**config.mk**
```make
export PLATFORM = sky130hd
export DESIGN_NAME = cubic_bisection_root_finder
export DESIGN_NICKNAME = d
export VERILOG_FILES = /design/src/hdl/cbrf_pkg.sv /design/src/hdl/cubic_bisection_root_finder.sv
export SDC_FILE = /design/constraint.sdc
export NUM_CORES = 2
export LEC_CHECK = 0
export BUFFER_PORTS_ARGS = -buffer_cell sky130_fd_sc_hd__buf_4
export CAP_MARGIN = 0
export CELL_PAD_IN_SITES_DETAIL_PLACEMENT = 1
export CELL_PAD_IN_SITES_GLOBAL_PLACEMENT = 1
export CORE_UTILIZATION = 30
export CTS_CLUSTER_SIZE = 30
export DETAILED_ROUTE_END_ITERATION = 6
export PLACE_DENSITY_LB_ADDON = 0.1
export SYNTH_ARGS = -nofsm -noshare
export SYNTH_HDL_FRONTEND = slang
export SYNTH_SLANG_ARGS = --single-unit
```
**constraint.sdc**
```tcl
create_clock -name clk -period 26.7 [get_ports clk]
set_input_delay 5.34 -clock clk [delete_from_list [all_inputs] [get_ports clk]]
set_output_delay 5.34 -clock clk [all_outputs]
set_load 0.005 [all_outputs]
```
**src/hdl/cbrf_pkg.sv**
```systemverilog
`timescale 1ns / 1ps
// shared constants and codes for the cubic bisection root finder
// no dependencies

package cbrf_pkg;

  localparam int DATA_W          = 32;  // bracket ends and root, signed fixed point
  localparam int TOL_W           = 24;  // tolerance register width
  localparam int STATUS_W        = 2;
  localparam int FRACTION_BITS_D = 24;
  localparam int ITERATION_BITS_D = 10;

  localparam logic [TOL_W-1:0] TOL_RESET = TOL_W'(168);

  // f(x) = x^3 + 4x^2 - 10
  localparam int QUAD_SHIFT  = 2;   // coefficient 4 of the square term
  localparam int CONST_TERM  = 10;  // constant term, integer part

  typedef enum logic [STATUS_W-1:0] {
    ST_FOUND     = 2'd0,
    ST_NO_CHANGE = 2'd1,
    ST_LIMIT     = 2'd2
  } status_t;

endpackage

```
**src/hdl/cubic_bisection_root_finder.sv**
```systemverilog
`timescale 1ns / 1ps
// bisection root finder for f(x) = x^3 + 4x^2 - 10 on a signed fixed-point bracket
// depends on cbrf_pkg
//
// usage:
//   s_* channel carries one bracket per transaction: left end, right end and an
//   iteration limit n. at most n-1 bisection steps run; the search stops early when
//   |f(midpoint)| is at or below the tolerance register.
//   m_* channel returns one result per bracket: last midpoint, status
//   (found / no sign change / limit reached) and the number of steps taken.
//   cfg_* channel writes the tolerance register (lsbs of the fixed-point format);
//   write it only while no bracket is in flight.
// schedule:
//   every evaluation of f runs on one shared 32x32 multiplier in the steps abs,
//   square, two partial products of the cube, sum and compare. the two bracket
//   ends are evaluated first; each bisection step then forms the midpoint and
//   runs one more evaluation. s_tready rises with m_tvalid of the result, so the
//   next bracket is taken only once the result is out; s_tready is low while a
//   bracket is being worked on.
// reset: rst (synchronous) idles the sequencer, drops m_tvalid and sets tolerance
//   to 168.
// stall: the result sits in an output register; if the previous result has not
//   been taken yet, the sequencer waits in its done state until it is.

module cubic_bisection_root_finder
  import cbrf_pkg::*;
#(
  parameter int FRACTION_BITS  = FRACTION_BITS_D,
  parameter int ITERATION_BITS = ITERATION_BITS_D,
  localparam int IN_W  = ((2 * DATA_W + ITERATION_BITS + 7) / 8) * 8,
  localparam int OUT_W = ((DATA_W + STATUS_W + ITERATION_BITS + 7) / 8) * 8
) (
  input  logic             clk,
  input  logic             rst,
  input  logic             s_tvalid,
  output logic             s_tready,
  input  logic [IN_W-1:0]  s_tdata,   // left_end, right_end, max_iterations, zero pad
  output logic             m_tvalid,
  input  logic             m_tready,
  output logic [OUT_W-1:0] m_tdata,   // root, status, steps_used, zero pad
  input  logic             cfg_valid,
  output logic             cfg_ready,
  input  logic [TOL_W-1:0] cfg_data   // tolerance
);

  localparam int SQ_W    = 2 * DATA_W - FRACTION_BITS;       // x^2 after truncation
  localparam int PROD_W  = 3 * DATA_W - FRACTION_BITS;       // x^2 * |x| before shift
  localparam int CUBE_W  = PROD_W - FRACTION_BITS;
  localparam int VAL_W   = 3 * DATA_W + 2 - 2 * FRACTION_BITS; // signed f(x)
  localparam int CNT_W   = ITERATION_BITS + 1;
  localparam logic signed [VAL_W-1:0] TEN_FIX = VAL_W'(CONST_TERM) << FRACTION_BITS;

  typedef enum logic [8:0] {
    S_IDLE = 9'b000000001,
    S_LD   = 9'b000000010,
    S_SQ   = 9'b000000100,
    S_LO   = 9'b000001000,
    S_HI   = 9'b000010000,
    S_VAL  = 9'b000100000,
    S_CHK  = 9'b001000000,
    S_MID  = 9'b010000000,
    S_DONE = 9'b100000000
  } state_t;

  typedef enum logic [2:0] {
    PH_A = 3'b001,
    PH_B = 3'b010,
    PH_C = 3'b100
  } phase_t;

  state_t state;
  phase_t phase;

  logic [TOL_W-1:0]          tolerance;
  logic signed [DATA_W-1:0]  a, b, x;
  logic [ITERATION_BITS-1:0] n, steps;
  logic signed [DATA_W-1:0]  root;
  status_t                   status;
  logic                      sa_neg, sa_zero;

  // evaluation datapath
  logic                      neg;
  logic [DATA_W-1:0]         mag;
  logic [SQ_W-1:0]           sq;
  logic [2*DATA_W-1:0]       acc;
  logic [PROD_W-1:0]         prod;
  logic signed [VAL_W-1:0]   term, val;

  logic signed [DATA_W-1:0]  out_root;
  status_t                   out_status;
  logic [ITERATION_BITS-1:0] out_steps;

  // shared multiplier
  logic [DATA_W-1:0]         mul_a;
  logic [2*DATA_W-1:0]       mul_out;

  always_comb begin
    case (state)
      S_LO:    mul_a = sq[DATA_W-1:0];
      S_HI:    mul_a = DATA_W'(sq[SQ_W-1:DATA_W]);
      default: mul_a = mag;
    endcase
  end

  assign mul_out = mul_a * mag;

  // result of the evaluation, valid in S_CHK
  logic                     f_neg, f_zero, f_small;
  logic signed [VAL_W-1:0]  tol_pos;
  logic [CUBE_W-1:0]        cube;
  logic [VAL_W-1:0]         cube_ext;
  logic                     frac_zero;
  logic                     same_sign, opposite_sign;
  logic [DATA_W:0]          mid_sum;
  logic [ITERATION_BITS-1:0] steps_next;
  logic                     more_steps;

  assign tol_pos   = $signed(VAL_W'(tolerance));
  assign f_neg     = val[VAL_W-1];
  assign f_zero    = (val == '0);
  assign f_small   = (val <= tol_pos) && (val >= -tol_pos);
  assign cube      = prod[PROD_W-1:FRACTION_BITS];
  assign cube_ext  = VAL_W'(cube);
  assign frac_zero = (prod[FRACTION_BITS-1:0] == '0);

  assign same_sign     = !sa_zero && !f_zero && (sa_neg == f_neg);
  assign opposite_sign = !sa_zero && !f_zero && (sa_neg != f_neg);
  assign mid_sum       = {a[DATA_W-1], a} + {b[DATA_W-1], b};
  assign steps_next    = steps + ITERATION_BITS'(1);
  assign more_steps    = (CNT_W'(steps_next) + CNT_W'(1)) < CNT_W'(n);

  assign s_tready  = (state == S_IDLE);
  assign cfg_ready = 1'b1;
  assign m_tdata   = OUT_W'({out_steps, out_status, out_root});

  // control
  always_ff @(posedge clk) begin
    if (rst) begin
      state     <= S_IDLE;
      phase     <= PH_A;
      m_tvalid  <= 1'b0;
      tolerance <= TOL_RESET;
    end else begin
      if (cfg_valid && cfg_ready) begin
        tolerance <= cfg_data;
      end
      if (state == S_DONE && (!m_tvalid || m_tready)) begin
        m_tvalid <= 1'b1;
      end else if (m_tready) begin
        m_tvalid <= 1'b0;
      end
      unique case (state)
        S_IDLE: begin
          if (s_tvalid) begin
            phase <= PH_A;
            state <= S_LD;
          end
        end
        S_LD:  state <= S_SQ;
        S_SQ:  state <= S_LO;
        S_LO:  state <= S_HI;
        S_HI:  state <= S_VAL;
        S_VAL: state <= S_CHK;
        S_CHK: begin
          unique case (phase)
            PH_A: begin
              phase <= PH_B;
              state <= S_LD;
            end
            PH_B: begin
              if (same_sign || n <= ITERATION_BITS'(1)) begin
                state <= S_DONE;
              end else begin
                phase <= PH_C;
                state <= S_MID;
              end
            end
            PH_C: begin
              if (f_small || !more_steps) begin
                state <= S_DONE;
              end else begin
                state <= S_MID;
              end
            end
            default: state <= S_IDLE;
          endcase
        end
        S_MID: state <= S_LD;
        S_DONE: begin
          if (!m_tvalid || m_tready) begin
            state <= S_IDLE;
          end
        end
        default: state <= S_IDLE;
      endcase
    end
  end

  // datapath
  always_ff @(posedge clk) begin
    case (state)
      S_IDLE: begin
        if (s_tvalid) begin
          a      <= s_tdata[DATA_W-1:0];
          b      <= s_tdata[2*DATA_W-1:DATA_W];
          x      <= s_tdata[DATA_W-1:0];
          n      <= s_tdata[2*DATA_W+ITERATION_BITS-1:2*DATA_W];
          steps  <= '0;
          root   <= '0;
          status <= ST_LIMIT;
        end
      end
      S_LD: begin
        neg <= x[DATA_W-1];
        mag <= x[DATA_W-1] ? DATA_W'(-x) : DATA_W'(x);
      end
      S_SQ: sq <= mul_out[2*DATA_W-1:FRACTION_BITS];
      S_LO: begin
        acc  <= mul_out;
        term <= $signed(VAL_W'(sq) << QUAD_SHIFT) - TEN_FIX;
      end
      S_HI: prod <= (PROD_W'(mul_out) << DATA_W) + PROD_W'(acc);
      // negative x: floor of the cube, so -(cube+1) when fraction bits were dropped
      S_VAL: val <= $signed(neg ? ~cube_ext : cube_ext) + term
                    + $signed(VAL_W'(neg && frac_zero));
      S_CHK: begin
        unique case (phase)
          PH_A: begin
            sa_neg  <= f_neg;
            sa_zero <= f_zero;
            x       <= b;
          end
          PH_B: begin
            if (same_sign) begin
              status <= ST_NO_CHANGE;
            end
          end
          PH_C: begin
            steps <= steps_next;
            root  <= x;
            if (opposite_sign) begin
              b <= x;
            end else begin
              a       <= x;
              sa_neg  <= f_neg;
              sa_zero <= f_zero;
            end
            if (f_small) begin
              status <= ST_FOUND;
            end
          end
          default: ;
        endcase
      end
      S_MID: x <= $signed(mid_sum[DATA_W:1]);
      S_DONE: begin
        if (!m_tvalid || m_tready) begin
          out_root   <= root;
          out_status <= status;
          out_steps  <= steps;
        end
      end
      default: ;
    endcase
  end

  // a bisection step is only evaluated while the limit still allows it
  a_step_limit: assert property (@(posedge clk) disable iff (rst)
    (state == S_CHK && phase == PH_C) |-> (CNT_W'(steps) + CNT_W'(1)) < CNT_W'(n))
    else $error("bisection step beyond iteration limit");

  // no sign change reports a zero root and no steps
  a_no_change: assert property (@(posedge clk) disable iff (rst)
    (m_tvalid && out_status == ST_NO_CHANGE) |-> (out_root == '0 && out_steps == '0))
    else $error("no-sign-change result carries a root or steps");

  // a found root needs at least one step
  a_found_steps: assert property (@(posedge clk) disable iff (rst)
    (m_tvalid && out_status == ST_FOUND) |-> (out_steps != '0))
    else $error("root found without a bisection step");

  // the input side only opens once the previous result has left the sequencer
  a_done_handoff: assert property (@(posedge clk) disable iff (rst)
    (state == S_DONE && (!m_tvalid || m_tready)) |=> (m_tvalid && state == S_IDLE))
    else $error("result not handed to output register");

endmodule

```
# --- Word level (Yosys, flattened, before mapping) ---
# Cells that the tools add are included.
classes:
  n_eq_ne: 26
  multipliers: 1
  n_mux: 40
  add_sub_neg: 9
  order_cmp: 4
  n_bitwise: 1
  n_reduce_logical: 29
op_table:
  columns: ["operator", "count"]
  rows:
  - ["two-way mux 32 bit", 9]
  - ["case mux 32 bit (2 select lines)", 4]
  - ["case mux 32 bit (3 select lines)", 1]
  - ["case mux 9 bit (9 select lines)", 1]
  - ["adder 72 x 64 -> 72 bit", 1]
  - ["multiplier 32 x 32 -> 64 bit", 1]
  - ["adder 50 x 2 -> 50 bit", 1]
  - ["adder 50 bit", 1]
  - ["greater-or-equal comparator 50 bit", 1]
  - ["<= comparator 50 x 25 -> 1 bit", 1]
  - ["logical NOT 50 bit", 1]
  - ["two-way mux 50 bit", 1]
  - ["negator 24 -> 50 bit", 1]
  - ["inverter 48 -> 50 bit", 1]
  - ["subtractor 42 x 28 -> 43 bit, second input constant", 1]
  - ["two-way mux 9 bit", 4]
  - ["adder 32 x 32 -> 33 bit", 1]
  - ["negator 32 bit", 1]
  - ["two-way mux 31 bit", 1]
  - ["case mux 9 bit (3 select lines)", 1]
  - ["logical NOT 24 bit", 1]
  - ["two-way mux 10 bit", 2]
  - ["case mux 10 bit (2 select lines)", 1]
  - ["case mux 3 bit (2 select lines)", 2]
  - ["other kinds (37)", 70]
totals:
  wordCells: 134
  input_bits: 109
  reg_bits: 542
  out_inout_bits: 51

# --- Longest topological paths before layout ---
depth:
  word_depth: 8
  mapped_depth: 43
  ltp_nobuf: 41

# --- Worst setup path before layout ---
# OpenSTA, ideal clock, no wires.
synth_path:
  path_type: "reg-to-reg"
  from: "register state[7]"
  to: "register prod[67], data pin"
  arrival_ps: 12625
  slack_ps: 13807
  setup_ps: 269
  path_stages_with_launch: 38
  n_path_buf: 4
  t_required_ps: 26431
  synth_period_minus_slack_ps: 12893
  cell_sequence: "dfxtp_1 > nor4_1 > and4b_1 > clkbuf_1 > buf_1 > a22o_1 > clkbuf_1 > nand2_1 > fa_1 > inv_1 > fa_1 > inv_1 > fa_1 > fa_1 > inv_1 > fa_1 > fa_1 > fa_1 > [... 2 more ...] > a21oi_1 > o211ai_1 > a21o_1 > a31o_2 > a21oi_1 > xnor2_1 > ha_1 > clkbuf_1 > a21oi_1 > o21ai_0 > a21o_1 > a21o_1 > a21o_1 > a41o_1 > a21oi_1 > nor2b_1 > o21ai_0 > xnor2_1"
synth_between:
  elab_chain_cells: 4
  elab_cells_between_ends: 5
  cone_classes: "add/sub: 1; mul: 1; eq/ne: 2; mux: 1"
synth_rtl:
  columns: ["item", "line_no", "rtl"]
  rows:
  - ["from (decl)", "cubic_bisection_root_finder.sv:71", "state_t state;"]
  - ["from (signal assigned)", "cubic_bisection_root_finder.sv:139", "state <= S_IDLE;"]
  - ["from (signal assigned)", "cubic_bisection_root_finder.sv:156", "state <= S_LD;"]
  - ["from (signal assigned)", "cubic_bisection_root_finder.sv:159", "S_LD: state <= S_SQ;"]
  - ["== test 9 x 5 -> 1 bit or == test 9 x 4 -> 1 bit (tied branches)", "cubic_bisection_root_finder.sv:98", "case (state)"]
  - ["case mux 32 bit (2 select lines) (*)", "cubic_bisection_root_finder.sv:98", null]
  - ["multiplier 32 x 32 -> 64 bit (*)", "cubic_bisection_root_finder.sv:105", "assign mul_out = mul_a * mag;"]
  - ["net mul_out[26]", "cubic_bisection_root_finder.sv:95", "logic [2*DATA_W-1:0] mul_out;"]
  - ["adder 72 x 64 -> 72 bit (*)", "cubic_bisection_root_finder.sv:222", "S_HI: prod <= (PROD_W'(mul_out) << DATA_W) + PROD_W'(acc);"]
  - ["to (signal assigned)", "cubic_bisection_root_finder.sv:222", null]
  - ["to (decl)", "cubic_bisection_root_finder.sv:86", "logic [PROD_W-1:0] prod;"]
# The timed path passes the listed nets; every way through them passes the cells marked *.
# A chain may end at the register's enable or synchronous reset.

# --- Worst setup path after layout ---
layout_path:
  from: "register state[7]"
  to: "register prod[68], data pin"
# The elaborated chain is that of the path after synthesis.

==> results.md <==
- Final Cycle Share: 0.491
- Share of cells above drive strength 1: 0.0608
- Startpoint class of the critical path: register
- First-pass GRT wire length: 304,000 um
- Largest net degree at the start of global routing: 83
- Clk_lat worst skew: 0.68 ns
- Max FO, Critical Path: 45
- TritonCTS sink count: 533
- Critical path class: reg2reg
- H-tree depth: 2
- Iter 0 DRT Violations: between 2,000 and 2,500
- Total vias in the final route: 43,300
- NumNets Final: between 7,000 and 8,000
- Max stage delay on crit path: 1.10 ns
- CTS Buf Count: 58
- Post-synth top area share: 0.295
- Cells after Synth: roughly 6,100
- Post-CTS Hold Buffers: 0
- Post-synth ARST share: 0
- First-pass DRT Iterations: 5
- Port buffer count: ~150
- Endpoints failing setup: 0
- Ports: 160
- RSZ-0062 raised after global routing: false
- Mean post-synth cell area: 9.95 sq um
- Final min period: roughly 13 ns
- Slew headroom: 0.150
- Final WL: 199,000 um
- Max cap viols: 0
- Pre-CTS setup slack: 13.66 ns
- Final worst slack: 13.58 ns
- Clock Skew: 0.0437 ns
- Data required time of the worst path: between 20 and 30 ns
- Slew @ Worst Pin: between 1 and 1.5 ns
- Initial antenna violation count: 17
- Outcome: complete, no violations
- Endpoint class of the critical path: register
- Starting Density: 0.302
- Setup_tns: 0 ns
- Final hold violation count: 0
- Filler cells: 22,700
- Chip Width: 453 um
- Clock transition at path regs: around 0.06 ns
- P&R area growth vs syn: 10.2%
- Yosys top cell by area: fa_1
- Cell with the most instances after synthesis: inv_1
- Warnings, synthesis: 0
- Die H: 453 um
- Min-delay worst type: reg2reg
- CTS resizes: 0
- Post-synth cell types: 80
- CP most frequent cell: fa_1
- Slowest cell on crit path: a311oi_1
- Main flop type after synthesis: edfxtp_1
- DR WL/cell: 22.4 um
- Core area: 202,000 sq um
- Crit path arrival time: 13.54 ns
- Netlist Area Pre-Place: 61,000 sq um
- GRT overflow: 0
- CTS Buffer Depth: 3
- FP Rows: 165
- CTS tree: done
- Post-CTS setup buffer count: 0
- Placer congestion estimate: 0.812
- # DRC: 0
- Sequential fraction of the synthesis area: 0.256
- Slew Viols, Final: 0
- Vias in the first global route: 48,300
- EDFF count, synth: 496
- Synthesized flop and latch total: 533
- Fmax: 76.2 MHz
- Synth cell count leaders: inv_1, nand2_1, fa_1, edfxtp_1, ha_1
- Via density: 4.87
- Post-DP HPWL: ~150,000 um
- DRT antenna net count: 0
- Synth top area cells: fa_1, edfxtp_1, ha_1
- CTS root buf: clkbuf_16
- Die ar.: 205,000 sq um
- Total GRT Usage: 0.196
-- flip-flops by register name, summed over array words and instances (netlist names), 2 cells and up --
name / cells
val: 50
a: 32
b: 32
steps: 10
out_status: 2
phase: 3
status: 2
state: 9
mag: 32
prod: 72
acc: 64
out_steps: 10
tolerance: 24
x: 32
root: 32
term: 41
n: 10
sq: 40
out_root: 32
-- path summary, 6_finish.rpt --
| path | from | end | slack, ns | cells past startpoint |
|---|---|---|---|---|
| min reg2reg | root[0]$_SDFFCE_PN0P_ | out_root[0]$_DFFE_PP_ | 0.41 | 0 |
| min | root[0]$_SDFFCE_PN0P_ | out_root[0]$_DFFE_PP_ | 0.41 | 0 |
| max reg2reg | state[7]$_SDFFE_PP0P_ | prod[68]$_DFFE_PN_ | 13.58 | 37 |
| max | state[7]$_SDFFE_PP0P_ | prod[68]$_DFFE_PN_ | 13.58 | 37 |
-- through the flow --
| stage | util | hold WS (ns) | area [sq um] | instances |
|---|---|---|---|---|
| floorplan | - | 0.400 | 61000 | 6133 |
| global placement | 0.323 | 0.403 | 65300 | 8779 |
| detailed placement | 0.323 | 0.405 | 65300 | 8779 |
| CTS | 0.332 | 0.418 | 67200 | 8885 |
| global route | 0.332 | 0.421 | 67200 | 8885 |
| finish | 0.332 | 0.414 | 67200 | 8888 |
-- worst max-delay path, delay by kind of cell (launching register included) --
family / cells / cell delay, ns
fa+ha+maj: 10 / 4.06
compound gates: 10 / 3.68
simple gates: 9 / 2.83
buf+inv: 6 / 1.22
xor+xnor: 2 / 0.60
flops: 1 / 0.39
-- layout by cell type, fill, tap and decap left out, types with 24 or more instances in the layout --
cell type  netlist  routed
inv_1         1017    1015
nand2_1        928     924
fa_1           898     898
edfxtp_1       496     496
ha_1           462     462
and2_1         421     421
buf_4            5     250
a21oi_1        206     205
xnor2_1        171     170
nor2_1         165     162
o21ai_0        143     142
xor2_1         118     118
a21o_1         106     106
clkbuf_16        0      58
nand3_1         57      57
nor4_1          54      53
nor3_1          46      46
nand4_1         40      40
dfxtp_1         37      37
a22oi_1         35      35
nand2b_1        31      31
nor2b_1         31      30
o21a_1          27      27
o21bai_1        27      27
a211oi_1        26      26
a22o_1          25      25
o211ai_1        25      25
a31oi_1         25      24
-- cells by family after synthesis --
group | share of synthesized area
fa+ha+maj | 0.390
simple gates | 0.145
flops | 0.256
compound gates | 0.0839
other cells | 0.000123
xor+xnor | 0.0415
buf+inv | 0.0801
mux | 0.00378
-- cell type report --
type | count | area [sq um] | area share
Inverter | 1018 | 3820 | 0.0569
Multi-Input combinational cell | 4306 | 40600 | 0.604
Clock buffer | 66 | 1480 | 0.0221
Antenna cell | 3 | 7.51 | 0.000112
Timing Repair Buffer | 250 | 1880 | 0.0279
Clock inverter | 40 | 412 | 0.00613
Tap cell | 2672 | 3340 | 0.0498
Sequential cell | 533 | 15600 | 0.233
-- routing by layer --
metal  up-vias  track usage  part of all wire
met5         -            0           0.00014
met4         4       0.0342             0.017
met3       162       0.0273             0.040
met2       626        0.334              0.48
met1     22700        0.267              0.46
li1      19800            -                 -
Power is left out: the tool's default activity adds up to more than one toggle a clock period on the data nets, which glitch-free logic cannot reach.
